===== src/design/cmam_pkg.sv =====
// Shared constants and types for the centered moving average block.
`timescale 1ns / 1ps

package cmam_pkg;

  localparam int SAMPLE_BITS   = 32;
  localparam int MAX_HALF      = 31;
  localparam int RING_DEPTH    = 2 * MAX_HALF + 1;
  localparam int ADDR_BITS     = $clog2(RING_DEPTH);
  localparam int CNT_BITS      = $clog2(RING_DEPTH + 1);
  localparam int HALF_BITS     = $clog2(MAX_HALF + 1);
  localparam int SUM_BITS      = SAMPLE_BITS + CNT_BITS;
  localparam int STEP_BITS     = $clog2(SUM_BITS + 1);
  localparam int ENTRY_BITS    = SAMPLE_BITS + 1;
  localparam int TDATA_BITS    = ((SAMPLE_BITS + 7) / 8) * 8;
  localparam int WINDOW_BITS   = 6;
  localparam int CFG_DATA_BITS = 32;
  localparam int CFG_ADDR_BITS = 3;

  localparam logic [CFG_ADDR_BITS-3:0] REG_WINDOW = '0;
  localparam logic [WINDOW_BITS-1:0]   WINDOW_RESET = WINDOW_BITS'(1);

  typedef struct packed {
    logic start;
    logic eoc;
  } div_req_t;

  typedef struct packed {
    logic                   done;
    logic [SAMPLE_BITS-1:0] mean;
    logic                   mean_valid;
    logic                   eoc;
  } div_rsp_t;

endpackage


===== src/design/cmam_ram.sv =====
// Single-port-write, single-port-read synchronous RAM with registered read data.
`timescale 1ns / 1ps

module cmam_ram #(
  parameter int DEPTH     = 63,
  parameter int WIDTH     = 33,
  parameter int ADDR_BITS = 6
) (
  input  logic                 clk,
  input  logic                 we,
  input  logic [ADDR_BITS-1:0] waddr,
  input  logic [WIDTH-1:0]     wdata,
  input  logic                 re,
  input  logic [ADDR_BITS-1:0] raddr,
  output logic [WIDTH-1:0]     rdata
);

  logic [WIDTH-1:0] mem [DEPTH];

  always_ff @(posedge clk) begin
    if (we) begin
      mem[waddr] <= wdata;
    end
  end

  always_ff @(posedge clk) begin
    if (re) begin
      rdata <= mem[raddr];
    end
  end

endmodule


===== src/design/cmam_div.sv =====
// Bit-serial rounded signed divider of the window sum by the valid count.
`timescale 1ns / 1ps

module cmam_div (
  input  logic                             clk,
  input  logic                             rst_n,
  input  cmam_pkg::div_req_t               req,
  input  logic [cmam_pkg::SUM_BITS-1:0]    sum,
  input  logic [cmam_pkg::CNT_BITS-1:0]    count,
  output cmam_pkg::div_rsp_t               rsp
);

  localparam int SB = cmam_pkg::SUM_BITS;
  localparam int CB = cmam_pkg::CNT_BITS;
  localparam int QB = cmam_pkg::SAMPLE_BITS;

  logic                 busy_r, busy_nxt;
  logic                 fin_r, fin_nxt;
  logic                 done_r, done_nxt;
  logic [cmam_pkg::STEP_BITS-1:0] step_r, step_nxt;
  logic [SB-1:0]        dvd_r, dvd_nxt;
  logic [CB-1:0]        rem_r, rem_nxt;
  logic [CB-1:0]        n_r, n_nxt;
  logic                 neg_r, neg_nxt;
  logic                 eoc_r, eoc_nxt;
  logic [QB-1:0]        mean_r, mean_nxt;
  logic                 mvalid_r, mvalid_nxt;

  logic                 neg_in;
  logic [CB-1:0]        round_add;
  logic [CB+1:0]        shifted;
  logic [CB+1:0]        diff;
  logic                 ge;
  logic [QB-1:0]        quot;

  assign neg_in    = sum[SB-1];
  assign round_add = {1'b0, count[CB-1:1]} + CB'(neg_in);
  assign shifted   = {1'b0, rem_r, dvd_r[SB-1]};
  assign diff      = shifted - {2'b00, n_r};
  assign ge        = ~diff[CB+1];
  assign quot      = dvd_r[QB-1:0];

  always_comb begin
    busy_nxt   = busy_r;
    fin_nxt    = 1'b0;
    done_nxt   = 1'b0;
    step_nxt   = step_r;
    dvd_nxt    = dvd_r;
    rem_nxt    = rem_r;
    n_nxt      = n_r;
    neg_nxt    = neg_r;
    eoc_nxt    = eoc_r;
    mean_nxt   = mean_r;
    mvalid_nxt = mvalid_r;
    if (req.start) begin
      busy_nxt = 1'b1;
      step_nxt = '0;
      rem_nxt  = '0;
      n_nxt    = count;
      neg_nxt  = neg_in;
      eoc_nxt  = req.eoc;
      dvd_nxt  = (neg_in ? ~sum : sum) + {{(SB-CB){1'b0}}, round_add};
    end else if (busy_r) begin
      rem_nxt  = ge ? diff[CB-1:0] : shifted[CB-1:0];
      dvd_nxt  = {dvd_r[SB-2:0], ge};
      step_nxt = step_r + 1'b1;
      if (step_r == cmam_pkg::STEP_BITS'(SB - 1)) begin
        busy_nxt = 1'b0;
        fin_nxt  = 1'b1;
      end
    end
    if (fin_r) begin
      done_nxt   = 1'b1;
      mvalid_nxt = (n_r != '0);
      if (n_r == '0) begin
        mean_nxt = '0;
      end else if (neg_r) begin
        mean_nxt = ~quot + 1'b1;
      end else begin
        mean_nxt = quot;
      end
    end
  end

  always_ff @(posedge clk) begin
    if (!rst_n) begin
      busy_r <= 1'b0;
      fin_r  <= 1'b0;
      done_r <= 1'b0;
    end else begin
      busy_r <= busy_nxt;
      fin_r  <= fin_nxt;
      done_r <= done_nxt;
    end
  end

  always_ff @(posedge clk) begin
    step_r   <= step_nxt;
    dvd_r    <= dvd_nxt;
    rem_r    <= rem_nxt;
    n_r      <= n_nxt;
    neg_r    <= neg_nxt;
    eoc_r    <= eoc_nxt;
    mean_r   <= mean_nxt;
    mvalid_r <= mvalid_nxt;
  end

  assign rsp.done       = done_r;
  assign rsp.mean       = mean_r;
  assign rsp.mean_valid = mvalid_r;
  assign rsp.eoc        = eoc_r;

endmodule


===== src/design/centered_moving_average_missing_unit.sv =====
// Top level: sample ring, window summation sequencer, divider and output register.
//
//  channel | direction | beat contents
//  in_     | slave     | tdata: sample; tuser: sample_valid; tlast: last
//  out_    | master    | tdata: mean; tuser: mean_valid; tlast: end_of_curve
//  cfg_    | APB slave | register 0 at byte 0: window[5:0]
//
// An input beat that forms no result leaves the sequencer idle. Each result
// takes span+1 ring reads through the single RAM read port, then 38 divider
// steps; a last beat forms up to half+1 results in turn.
// Synchronous active-low reset; the ring needs no clearing pass.
// in_tready is high only while the sequencer is idle; a result waiting in the
// output register stalls only the start of the next division.
`timescale 1ns / 1ps

module centered_moving_average_missing_unit (
  input  logic                                  clk,
  input  logic                                  rst_n,
  input  logic                                  in_tvalid,
  output logic                                  in_tready,
  input  logic [cmam_pkg::TDATA_BITS-1:0]       in_tdata,   // sample
  input  logic                                  in_tuser,   // sample_valid
  input  logic                                  in_tlast,
  output logic                                  out_tvalid,
  input  logic                                  out_tready,
  output logic [cmam_pkg::TDATA_BITS-1:0]       out_tdata,  // mean
  output logic                                  out_tuser,  // mean_valid
  output logic                                  out_tlast,
  input  logic                                  cfg_psel,
  input  logic                                  cfg_penable,
  input  logic                                  cfg_pwrite,
  input  logic [cmam_pkg::CFG_ADDR_BITS-1:0]    cfg_paddr,
  input  logic [cmam_pkg::CFG_DATA_BITS-1:0]    cfg_pwdata,
  output logic [cmam_pkg::CFG_DATA_BITS-1:0]    cfg_prdata,
  output logic                                  cfg_pready
);

  localparam int AB = cmam_pkg::ADDR_BITS;
  localparam int CB = cmam_pkg::CNT_BITS;
  localparam int HB = cmam_pkg::HALF_BITS;
  localparam int SB = cmam_pkg::SUM_BITS;
  localparam int QB = cmam_pkg::SAMPLE_BITS;
  localparam int WB = cmam_pkg::WINDOW_BITS;
  localparam int CA = cmam_pkg::CFG_ADDR_BITS;

  typedef enum logic [4:0] {
    ST_IDLE  = 5'b00001,
    ST_SUM   = 5'b00010,
    ST_DRAIN = 5'b00100,
    ST_LOAD  = 5'b01000,
    ST_DIV   = 5'b10000
  } state_t;

  state_t            state_r, state_nxt;
  logic [WB-1:0]     window_r, window_nxt;
  logic [AB-1:0]     pos_r, pos_nxt;
  logic [AB-1:0]     newest_r, newest_nxt;
  logic [AB-1:0]     rd_ptr_r, rd_ptr_nxt;
  logic [CB-1:0]     seen_r, seen_nxt;
  logic [CB-1:0]     span_r, span_nxt;
  logic [CB-1:0]     d_r, d_nxt;
  logic [HB-1:0]     lag_r, lag_nxt;
  logic              flush_r, flush_nxt;
  logic [SB-1:0]     sum_r, sum_nxt;
  logic [CB-1:0]     cnt_r, cnt_nxt;
  logic              rd_v_r, rd_v_nxt;
  logic              out_valid_r, out_valid_nxt;
  logic [QB-1:0]     out_mean_r, out_mean_nxt;
  logic              out_mvalid_r, out_mvalid_nxt;
  logic              out_eoc_r, out_eoc_nxt;

  logic                        in_acc;
  logic                        cfg_wr;
  logic [HB-1:0]               half;
  logic [CB-1:0]               seen_inc;
  logic [CB-1:0]               seen_m1;
  logic [CB-1:0]               lag_seed;
  logic [CB-1:0]               span_cand;
  logic [HB-1:0]               lag_dec;
  logic [CB-1:0]               flush_span;
  logic                        rd_en;
  logic [cmam_pkg::ENTRY_BITS-1:0] rd_data;
  logic [SB-1:0]               rd_ext;
  cmam_pkg::div_req_t          div_req;
  cmam_pkg::div_rsp_t          div_rsp;

  assign in_acc    = in_tvalid && in_tready;
  assign in_tready = (state_r == ST_IDLE);
  assign cfg_wr    = cfg_psel && cfg_penable && cfg_pwrite && cfg_pready;
  assign cfg_pready = 1'b1;
  assign cfg_prdata = (cfg_paddr[CA-1:2] == cmam_pkg::REG_WINDOW)
                      ? {{(cmam_pkg::CFG_DATA_BITS-WB){1'b0}}, window_r} : '0;

  assign half     = window_r[WB-1:1];
  assign seen_inc = (seen_r == CB'(cmam_pkg::RING_DEPTH)) ? seen_r : seen_r + 1'b1;
  assign seen_m1  = seen_inc - 1'b1;
  assign lag_seed = ({1'b0, half} > seen_m1) ? seen_m1 : {1'b0, half};
  assign span_cand = ({half, 1'b0} > seen_m1) ? seen_m1 : {half, 1'b0};
  assign lag_dec  = lag_r - 1'b1;
  assign flush_span = (({1'b0, lag_dec} + {1'b0, half}) > (seen_r - 1'b1))
                      ? seen_r - 1'b1 : {1'b0, lag_dec} + {1'b0, half};

  assign rd_en  = (state_r == ST_SUM);
  assign rd_ext = {{(SB-QB){rd_data[QB-1]}}, rd_data[QB-1:0]};

  cmam_ram #(
    .DEPTH     (cmam_pkg::RING_DEPTH),
    .WIDTH     (cmam_pkg::ENTRY_BITS),
    .ADDR_BITS (AB)
  ) u_ring (
    .clk   (clk),
    .we    (in_acc),
    .waddr (pos_r),
    .wdata ({in_tuser, in_tdata[QB-1:0]}),
    .re    (rd_en),
    .raddr (rd_ptr_r),
    .rdata (rd_data)
  );

  assign div_req.start = (state_r == ST_LOAD) && !out_valid_r;
  assign div_req.eoc   = flush_r && (lag_r == '0);

  cmam_div u_div (
    .clk   (clk),
    .rst_n (rst_n),
    .req   (div_req),
    .sum   (sum_r),
    .count (cnt_r),
    .rsp   (div_rsp)
  );

  always_comb begin
    state_nxt      = state_r;
    window_nxt     = window_r;
    pos_nxt        = pos_r;
    newest_nxt     = newest_r;
    rd_ptr_nxt     = rd_ptr_r;
    seen_nxt       = seen_r;
    span_nxt       = span_r;
    d_nxt          = d_r;
    lag_nxt        = lag_r;
    flush_nxt      = flush_r;
    sum_nxt        = sum_r;
    cnt_nxt        = cnt_r;
    rd_v_nxt       = rd_en;
    out_valid_nxt  = out_valid_r && !out_tready;
    out_mean_nxt   = out_mean_r;
    out_mvalid_nxt = out_mvalid_r;
    out_eoc_nxt    = out_eoc_r;

    if (cfg_wr && (cfg_paddr[CA-1:2] == cmam_pkg::REG_WINDOW)) begin
      window_nxt = cfg_pwdata[WB-1:0];
    end

    if (rd_v_r && rd_data[QB]) begin
      sum_nxt = sum_r + rd_ext;
      cnt_nxt = cnt_r + 1'b1;
    end

    unique case (state_r)
      ST_IDLE: begin
        if (in_acc) begin
          pos_nxt    = (pos_r == AB'(cmam_pkg::RING_DEPTH - 1)) ? '0 : pos_r + 1'b1;
          newest_nxt = pos_r;
          rd_ptr_nxt = pos_r;
          seen_nxt   = seen_inc;
          sum_nxt    = '0;
          cnt_nxt    = '0;
          d_nxt      = '0;
          if (in_tlast) begin
            flush_nxt = 1'b1;
            lag_nxt   = lag_seed[HB-1:0];
            span_nxt  = ((lag_seed + {1'b0, half}) > seen_m1)
                        ? seen_m1 : lag_seed + {1'b0, half};
            state_nxt = ST_SUM;
          end else if (seen_inc >= ({1'b0, half} + 1'b1)) begin
            flush_nxt = 1'b0;
            lag_nxt   = '0;
            span_nxt  = span_cand;
            state_nxt = ST_SUM;
          end
        end
      end
      ST_SUM: begin
        rd_ptr_nxt = (rd_ptr_r == '0) ? AB'(cmam_pkg::RING_DEPTH - 1) : rd_ptr_r - 1'b1;
        d_nxt      = d_r + 1'b1;
        if (d_r == span_r) begin
          state_nxt = ST_DRAIN;
        end
      end
      ST_DRAIN: begin
        state_nxt = ST_LOAD;
      end
      ST_LOAD: begin
        if (!out_valid_r) begin
          state_nxt = ST_DIV;
        end
      end
      ST_DIV: begin
        if (div_rsp.done) begin
          out_valid_nxt  = 1'b1;
          out_mean_nxt   = div_rsp.mean;
          out_mvalid_nxt = div_rsp.mean_valid;
          out_eoc_nxt    = div_rsp.eoc;
          if (flush_r && (lag_r != '0)) begin
            lag_nxt    = lag_dec;
            span_nxt   = flush_span;
            rd_ptr_nxt = newest_r;
            sum_nxt    = '0;
            cnt_nxt    = '0;
            d_nxt      = '0;
            state_nxt  = ST_SUM;
          end else begin
            if (flush_r) begin
              seen_nxt = '0;
            end
            flush_nxt = 1'b0;
            state_nxt = ST_IDLE;
          end
        end
      end
      default: begin
        state_nxt = ST_IDLE;
      end
    endcase
  end

  always_ff @(posedge clk) begin
    if (!rst_n) begin
      state_r     <= ST_IDLE;
      window_r    <= cmam_pkg::WINDOW_RESET;
      pos_r       <= '0;
      seen_r      <= '0;
      flush_r     <= 1'b0;
      rd_v_r      <= 1'b0;
      out_valid_r <= 1'b0;
    end else begin
      state_r     <= state_nxt;
      window_r    <= window_nxt;
      pos_r       <= pos_nxt;
      seen_r      <= seen_nxt;
      flush_r     <= flush_nxt;
      rd_v_r      <= rd_v_nxt;
      out_valid_r <= out_valid_nxt;
    end
  end

  always_ff @(posedge clk) begin
    newest_r     <= newest_nxt;
    rd_ptr_r     <= rd_ptr_nxt;
    span_r       <= span_nxt;
    d_r          <= d_nxt;
    lag_r        <= lag_nxt;
    sum_r        <= sum_nxt;
    cnt_r        <= cnt_nxt;
    out_mean_r   <= out_mean_nxt;
    out_mvalid_r <= out_mvalid_nxt;
    out_eoc_r    <= out_eoc_nxt;
  end

  assign out_tvalid = out_valid_r;
  assign out_tdata  = {{(cmam_pkg::TDATA_BITS-QB){1'b0}}, out_mean_r};
  assign out_tuser  = out_mvalid_r;
  assign out_tlast  = out_eoc_r;

`ifndef SYNTHESIS
  a_start_into_empty_output: assert property (@(posedge clk) disable iff (!rst_n)
    div_req.start |-> !out_valid_r)
    else $error("division started while output register is full");

  a_done_only_in_div: assert property (@(posedge clk) disable iff (!rst_n)
    div_rsp.done |-> (state_r == ST_DIV))
    else $error("divider result arrived outside the division state");

  a_read_in_range: assert property (@(posedge clk) disable iff (!rst_n)
    rd_en |-> (rd_ptr_r < AB'(cmam_pkg::RING_DEPTH)))
    else $error("ring read pointer out of range");

  a_read_data_while_summing: assert property (@(posedge clk) disable iff (!rst_n)
    rd_v_r |-> ((state_r == ST_SUM) || (state_r == ST_DRAIN)))
    else $error("ring read data returned outside summation");
`endif

endmodule

===== config.mk =====
export PLATFORM = sky130hd
export DESIGN_NAME = centered_moving_average_missing_unit
export DESIGN_NICKNAME = d
export VERILOG_FILES = /design/src/design/cmam_pkg.sv /design/src/design/cmam_ram.sv /design/src/design/cmam_div.sv /design/src/design/centered_moving_average_missing_unit.sv
export SDC_FILE = /design/constraint.sdc
export NUM_CORES = 2
export LEC_CHECK = 0
export BUFFER_PORTS_ARGS = -buffer_cell sky130_fd_sc_hd__buf_2
export CORE_UTILIZATION = 55
export DETAILED_ROUTE_END_ITERATION = 10
export PLACE_DENSITY = 0.71
export SLEW_MARGIN = 0
export SYNTH_ARGS = -nofsm -noshare
export SYNTH_HDL_FRONTEND = slang
export SYNTH_HIERARCHICAL = 1
export SYNTH_SLANG_ARGS = --single-unit

===== constraint.sdc =====
create_clock -name clk -period 14.2 [get_ports clk]
set_input_delay 0.71 -clock clk [delete_from_list [all_inputs] [get_ports clk]]
set_output_delay 0.71 -clock clk [all_outputs]
set_load 0.005 [all_outputs]

==> results.toml <==
[floorplanning]
pin_count = 145
initial_utilization_pct = 55.36
fp.dieW_um = 420.3
die_y_um = 420.3
coreArea_um2 = 173800
die_area_um2 = 176600
fp-row-count = 153

[detailed_routing]
viasPerCell = 6.339
finalWirelength_mm = 223.8
drt.antenna.violating_nets = 0
first_pass_iters = 7
wl_per_cell_um = 28.67
vias = 49487
drc = 0
drtIter0Drc = 5616

[global_route]
track_usage_pct = 25.61
grt_max_degree = 108
use_met2_pct = 42.25
gr-total-overflow = 0
grt_use_met1_pct = 35.37
antenna_found_initial = 5
use_met3_pct = 3.922
grt_pass1_vias = 49239
grt.busiest_layer = "met2"
grt_first_pass_wirelength_mm = 326.3

[sta]
skew_ns = 0.05260
worst_pin_slew_ns = 1.274
finalMaxSlewViolations = 0
tns_ns = 0
rsz0062_at_grt = "false"
min_period_ns = 6.828
setup_viol = 0
slew_headroom_pct = 15.09
min_period_over_period_pct = 48.09
hold_viol_final = 0
fmax_mhz = 146.5

[status]
status = "finished clean"

[logic_synthesis]
yosys-top-cells-area = "edfxtp_1, mux4_2, mux2i_1"
syn_inst = 5103
synth_edf_count = 2254
yosysMostFrequentCell = "edfxtp_1"
synthFlopType = "edfxtp_1"
yosysTopAreaCell = "edfxtp_1"
yosysUniqueCellTypes = 100
yosysTopAreaCellShare_pct = 70.34
synth_area_per_cell_um2 = 18.86
synth_common_cells = "edfxtp_1, mux4_2, nor2_1"
ys_seq_area_share_pct = 72.11
yosysWarnings = 6
syn-cell-area_um2 = 96230
synthArstFlopShare_pct = 0
ys_seq_elements = 2339

[pwr]
leakage_uw = 0.03450
p_sw_share_pct = 30.96
internal_power_uw = 13490
p_per_area_nw_per_um2 = 182.5
ir_drop_uv = 147.2
pwr-share-comb_pct = 29.4
power.clock.fraction_pct = 30.1
p_seq_share_pct = 40.5
p_sw_uw = 6048

[layout]
final_layout_size_suffix_gt1_share_pct = 22.66
syn2layout_area_growth_pct = 11.23
layout.nets = 5469
fin_util_pct = 61.58
final-instance-count-excl-fill = 7807

[worst_setup_path]
end_kind = "flop"
critical_path_class = "flop to flop"
arrival_ns = 7.39
startpoint_type = "flop"
crit_fanout = 11
cp.required_ns = 14.76
r2r_slack_ns = 7.37

[clock_tree]
root_buffer = "clkbuf_16"
cts.clk_slew.worst_paths_ns = 0.06
tritoncts = "done"
clock_latency_ns = 0.86
htreeDepth = 4
cts.sinks = 2339
cts_inserted_buffers = 224
ctsResizeCount = 0
postCtsHoldBufs = 0
clockBufferDepth = 3
post_cts_buffers = 0

[hold_path]
hp-class = "primary input to flop"

[placed_design]
place_congestion = 0.8349
io_buffers = 89
hpwlAfterDp_mm = 124.2
dp.cells = 7397

[run]
cap_violations = 0
placed cells by master, fill, tap and decap left out, types with 36 or more instances in the layout:
cell type / n
dfxtp_1: 84
nor3_1: 43
a21oi_1: 138
nand2b_1: 39
nand3_1: 56
buf_2: 89
nand2_1: 181
xnor2_1: 94
edfxtp_1: 2254
inv_1: 65
clkbuf_16: 225
nor2_4: 62
mux4_2: 512
mux2_2: 73
clkinv_1: 55
clkinv_2: 39
a22oi_1: 39
mux2i_1: 223
ha_1: 90
o211ai_1: 42
nor2_1: 186
o21ai_0: 76
buf_4: 134
nor2b_1: 36
xor2_1: 68
metrics by stage:
stage	area [um2]	total power (uW)	setup WS, ns	hold slack (ns)
after global routing	107000	20250	6.890	0.08322
after global placement	99750	13740	7.449	0.4002
after CTS	107000	19650	7.467	0.05030
final	107000	19540	7.372	0.1088
after floorplan	96320	12080	8.387	0.4003
after detailed placement	99750	13800	7.519	0.4045
worst max-delay path: stages, from the launching register on:
cell and delay, ns:
dfxtp_1 0.54, ha_1 0.33, and2_1 0.30, a21oi_1 0.13
a21oi_1 0.39, nand2_1 0.29, xnor2_1 0.32, inv_1 0.17
ha_1 0.33, nand2_1 0.05, o21bai_1 0.18, o211a_1 0.16
o211a_1 0.37, mux2i_1 0.31, ha_1 0.24, inv_1 0.06
fa_1 0.39, xnor2_1 0.17, ha_1 0.32, nand2_1 0.07
o21a_1 0.17, maj3_1 0.39, a21oi_2 0.36, a32o_1 0.22
a22oi_1 0.09, a21o_1 0.22
final cells by class:
type,instances,area [um2]
inverters,67,251.5
fillers,12103,66790
multi-input cells,2436,25610
clock buffers,260,5802
clock inverters,144,1468
well taps,2325,2909
flip-flops and latches,2339,69390
diodes,6,15.01
repair buffers,230,1592
worst paths after layout:
check | from | to | depth (start not counted)
setup / recovery | seen_r[1] | span_r[0] | 25
hold / removal | cfg_pwdata[0] | window_r[0] | 3
setup reg to reg | seen_r[1] | span_r[0] | 25
hold reg to reg | u_div/mean_r[22] | out_tdata[22] | 0
flip-flops by register name, summed over array words and instances (netlist names), 32 cells and up:
| signal | flops |
|---|---|
| u_ring/mem | 2079 |
| sum_r | 38 |
| u_div/dvd_r | 38 |
| u_div/mean_r | 32 |
| out_tdata | 32 |
| u_ring/rdata | 33 |
kinds of logic (layout without fill, tap and decap cells):
group / Yosys count / count (layout) / share of synthesized area, %
buffers and inverters: 353 / 701 / 1.898
adders and majority gates: 97 / 97 / 1.295
other: 2 / 33 / 0.007805
muxes: 812 / 812 / 15.22
and+or+nand+nor: 753 / 753 / 3.799
xor gates and xnor gates: 162 / 162 / 1.475
DFF: 2339 / 2339 / 72.11
AOI/OAI and AO/OA: 585 / 585 / 4.197
metal layers:
metal	routed length, um	vias up	part of all wire [%]
li1	-	21104	-
met1	89170	25798	40
met2	109900	2215	49
met3	18010	362	8.0
met4	6664	8	3.0
met5	48	-	0.021
power groups by stage:
| stage | sequential, uW | combinational, uW | clock, uW |
|---|---|---|---|
| floorplan | 8000 | 4080 | 0 |
| global placement | 8040 | 5700 | 0 |
| detailed placement | 8050 | 5740 | 0 |
| CTS | 7910 | 5780 | 5970 |
| global route | 7920 | 6110 | 6220 |
| finish | 7910 | 5750 | 5880 |
Power figures use the tool's default switching activity.
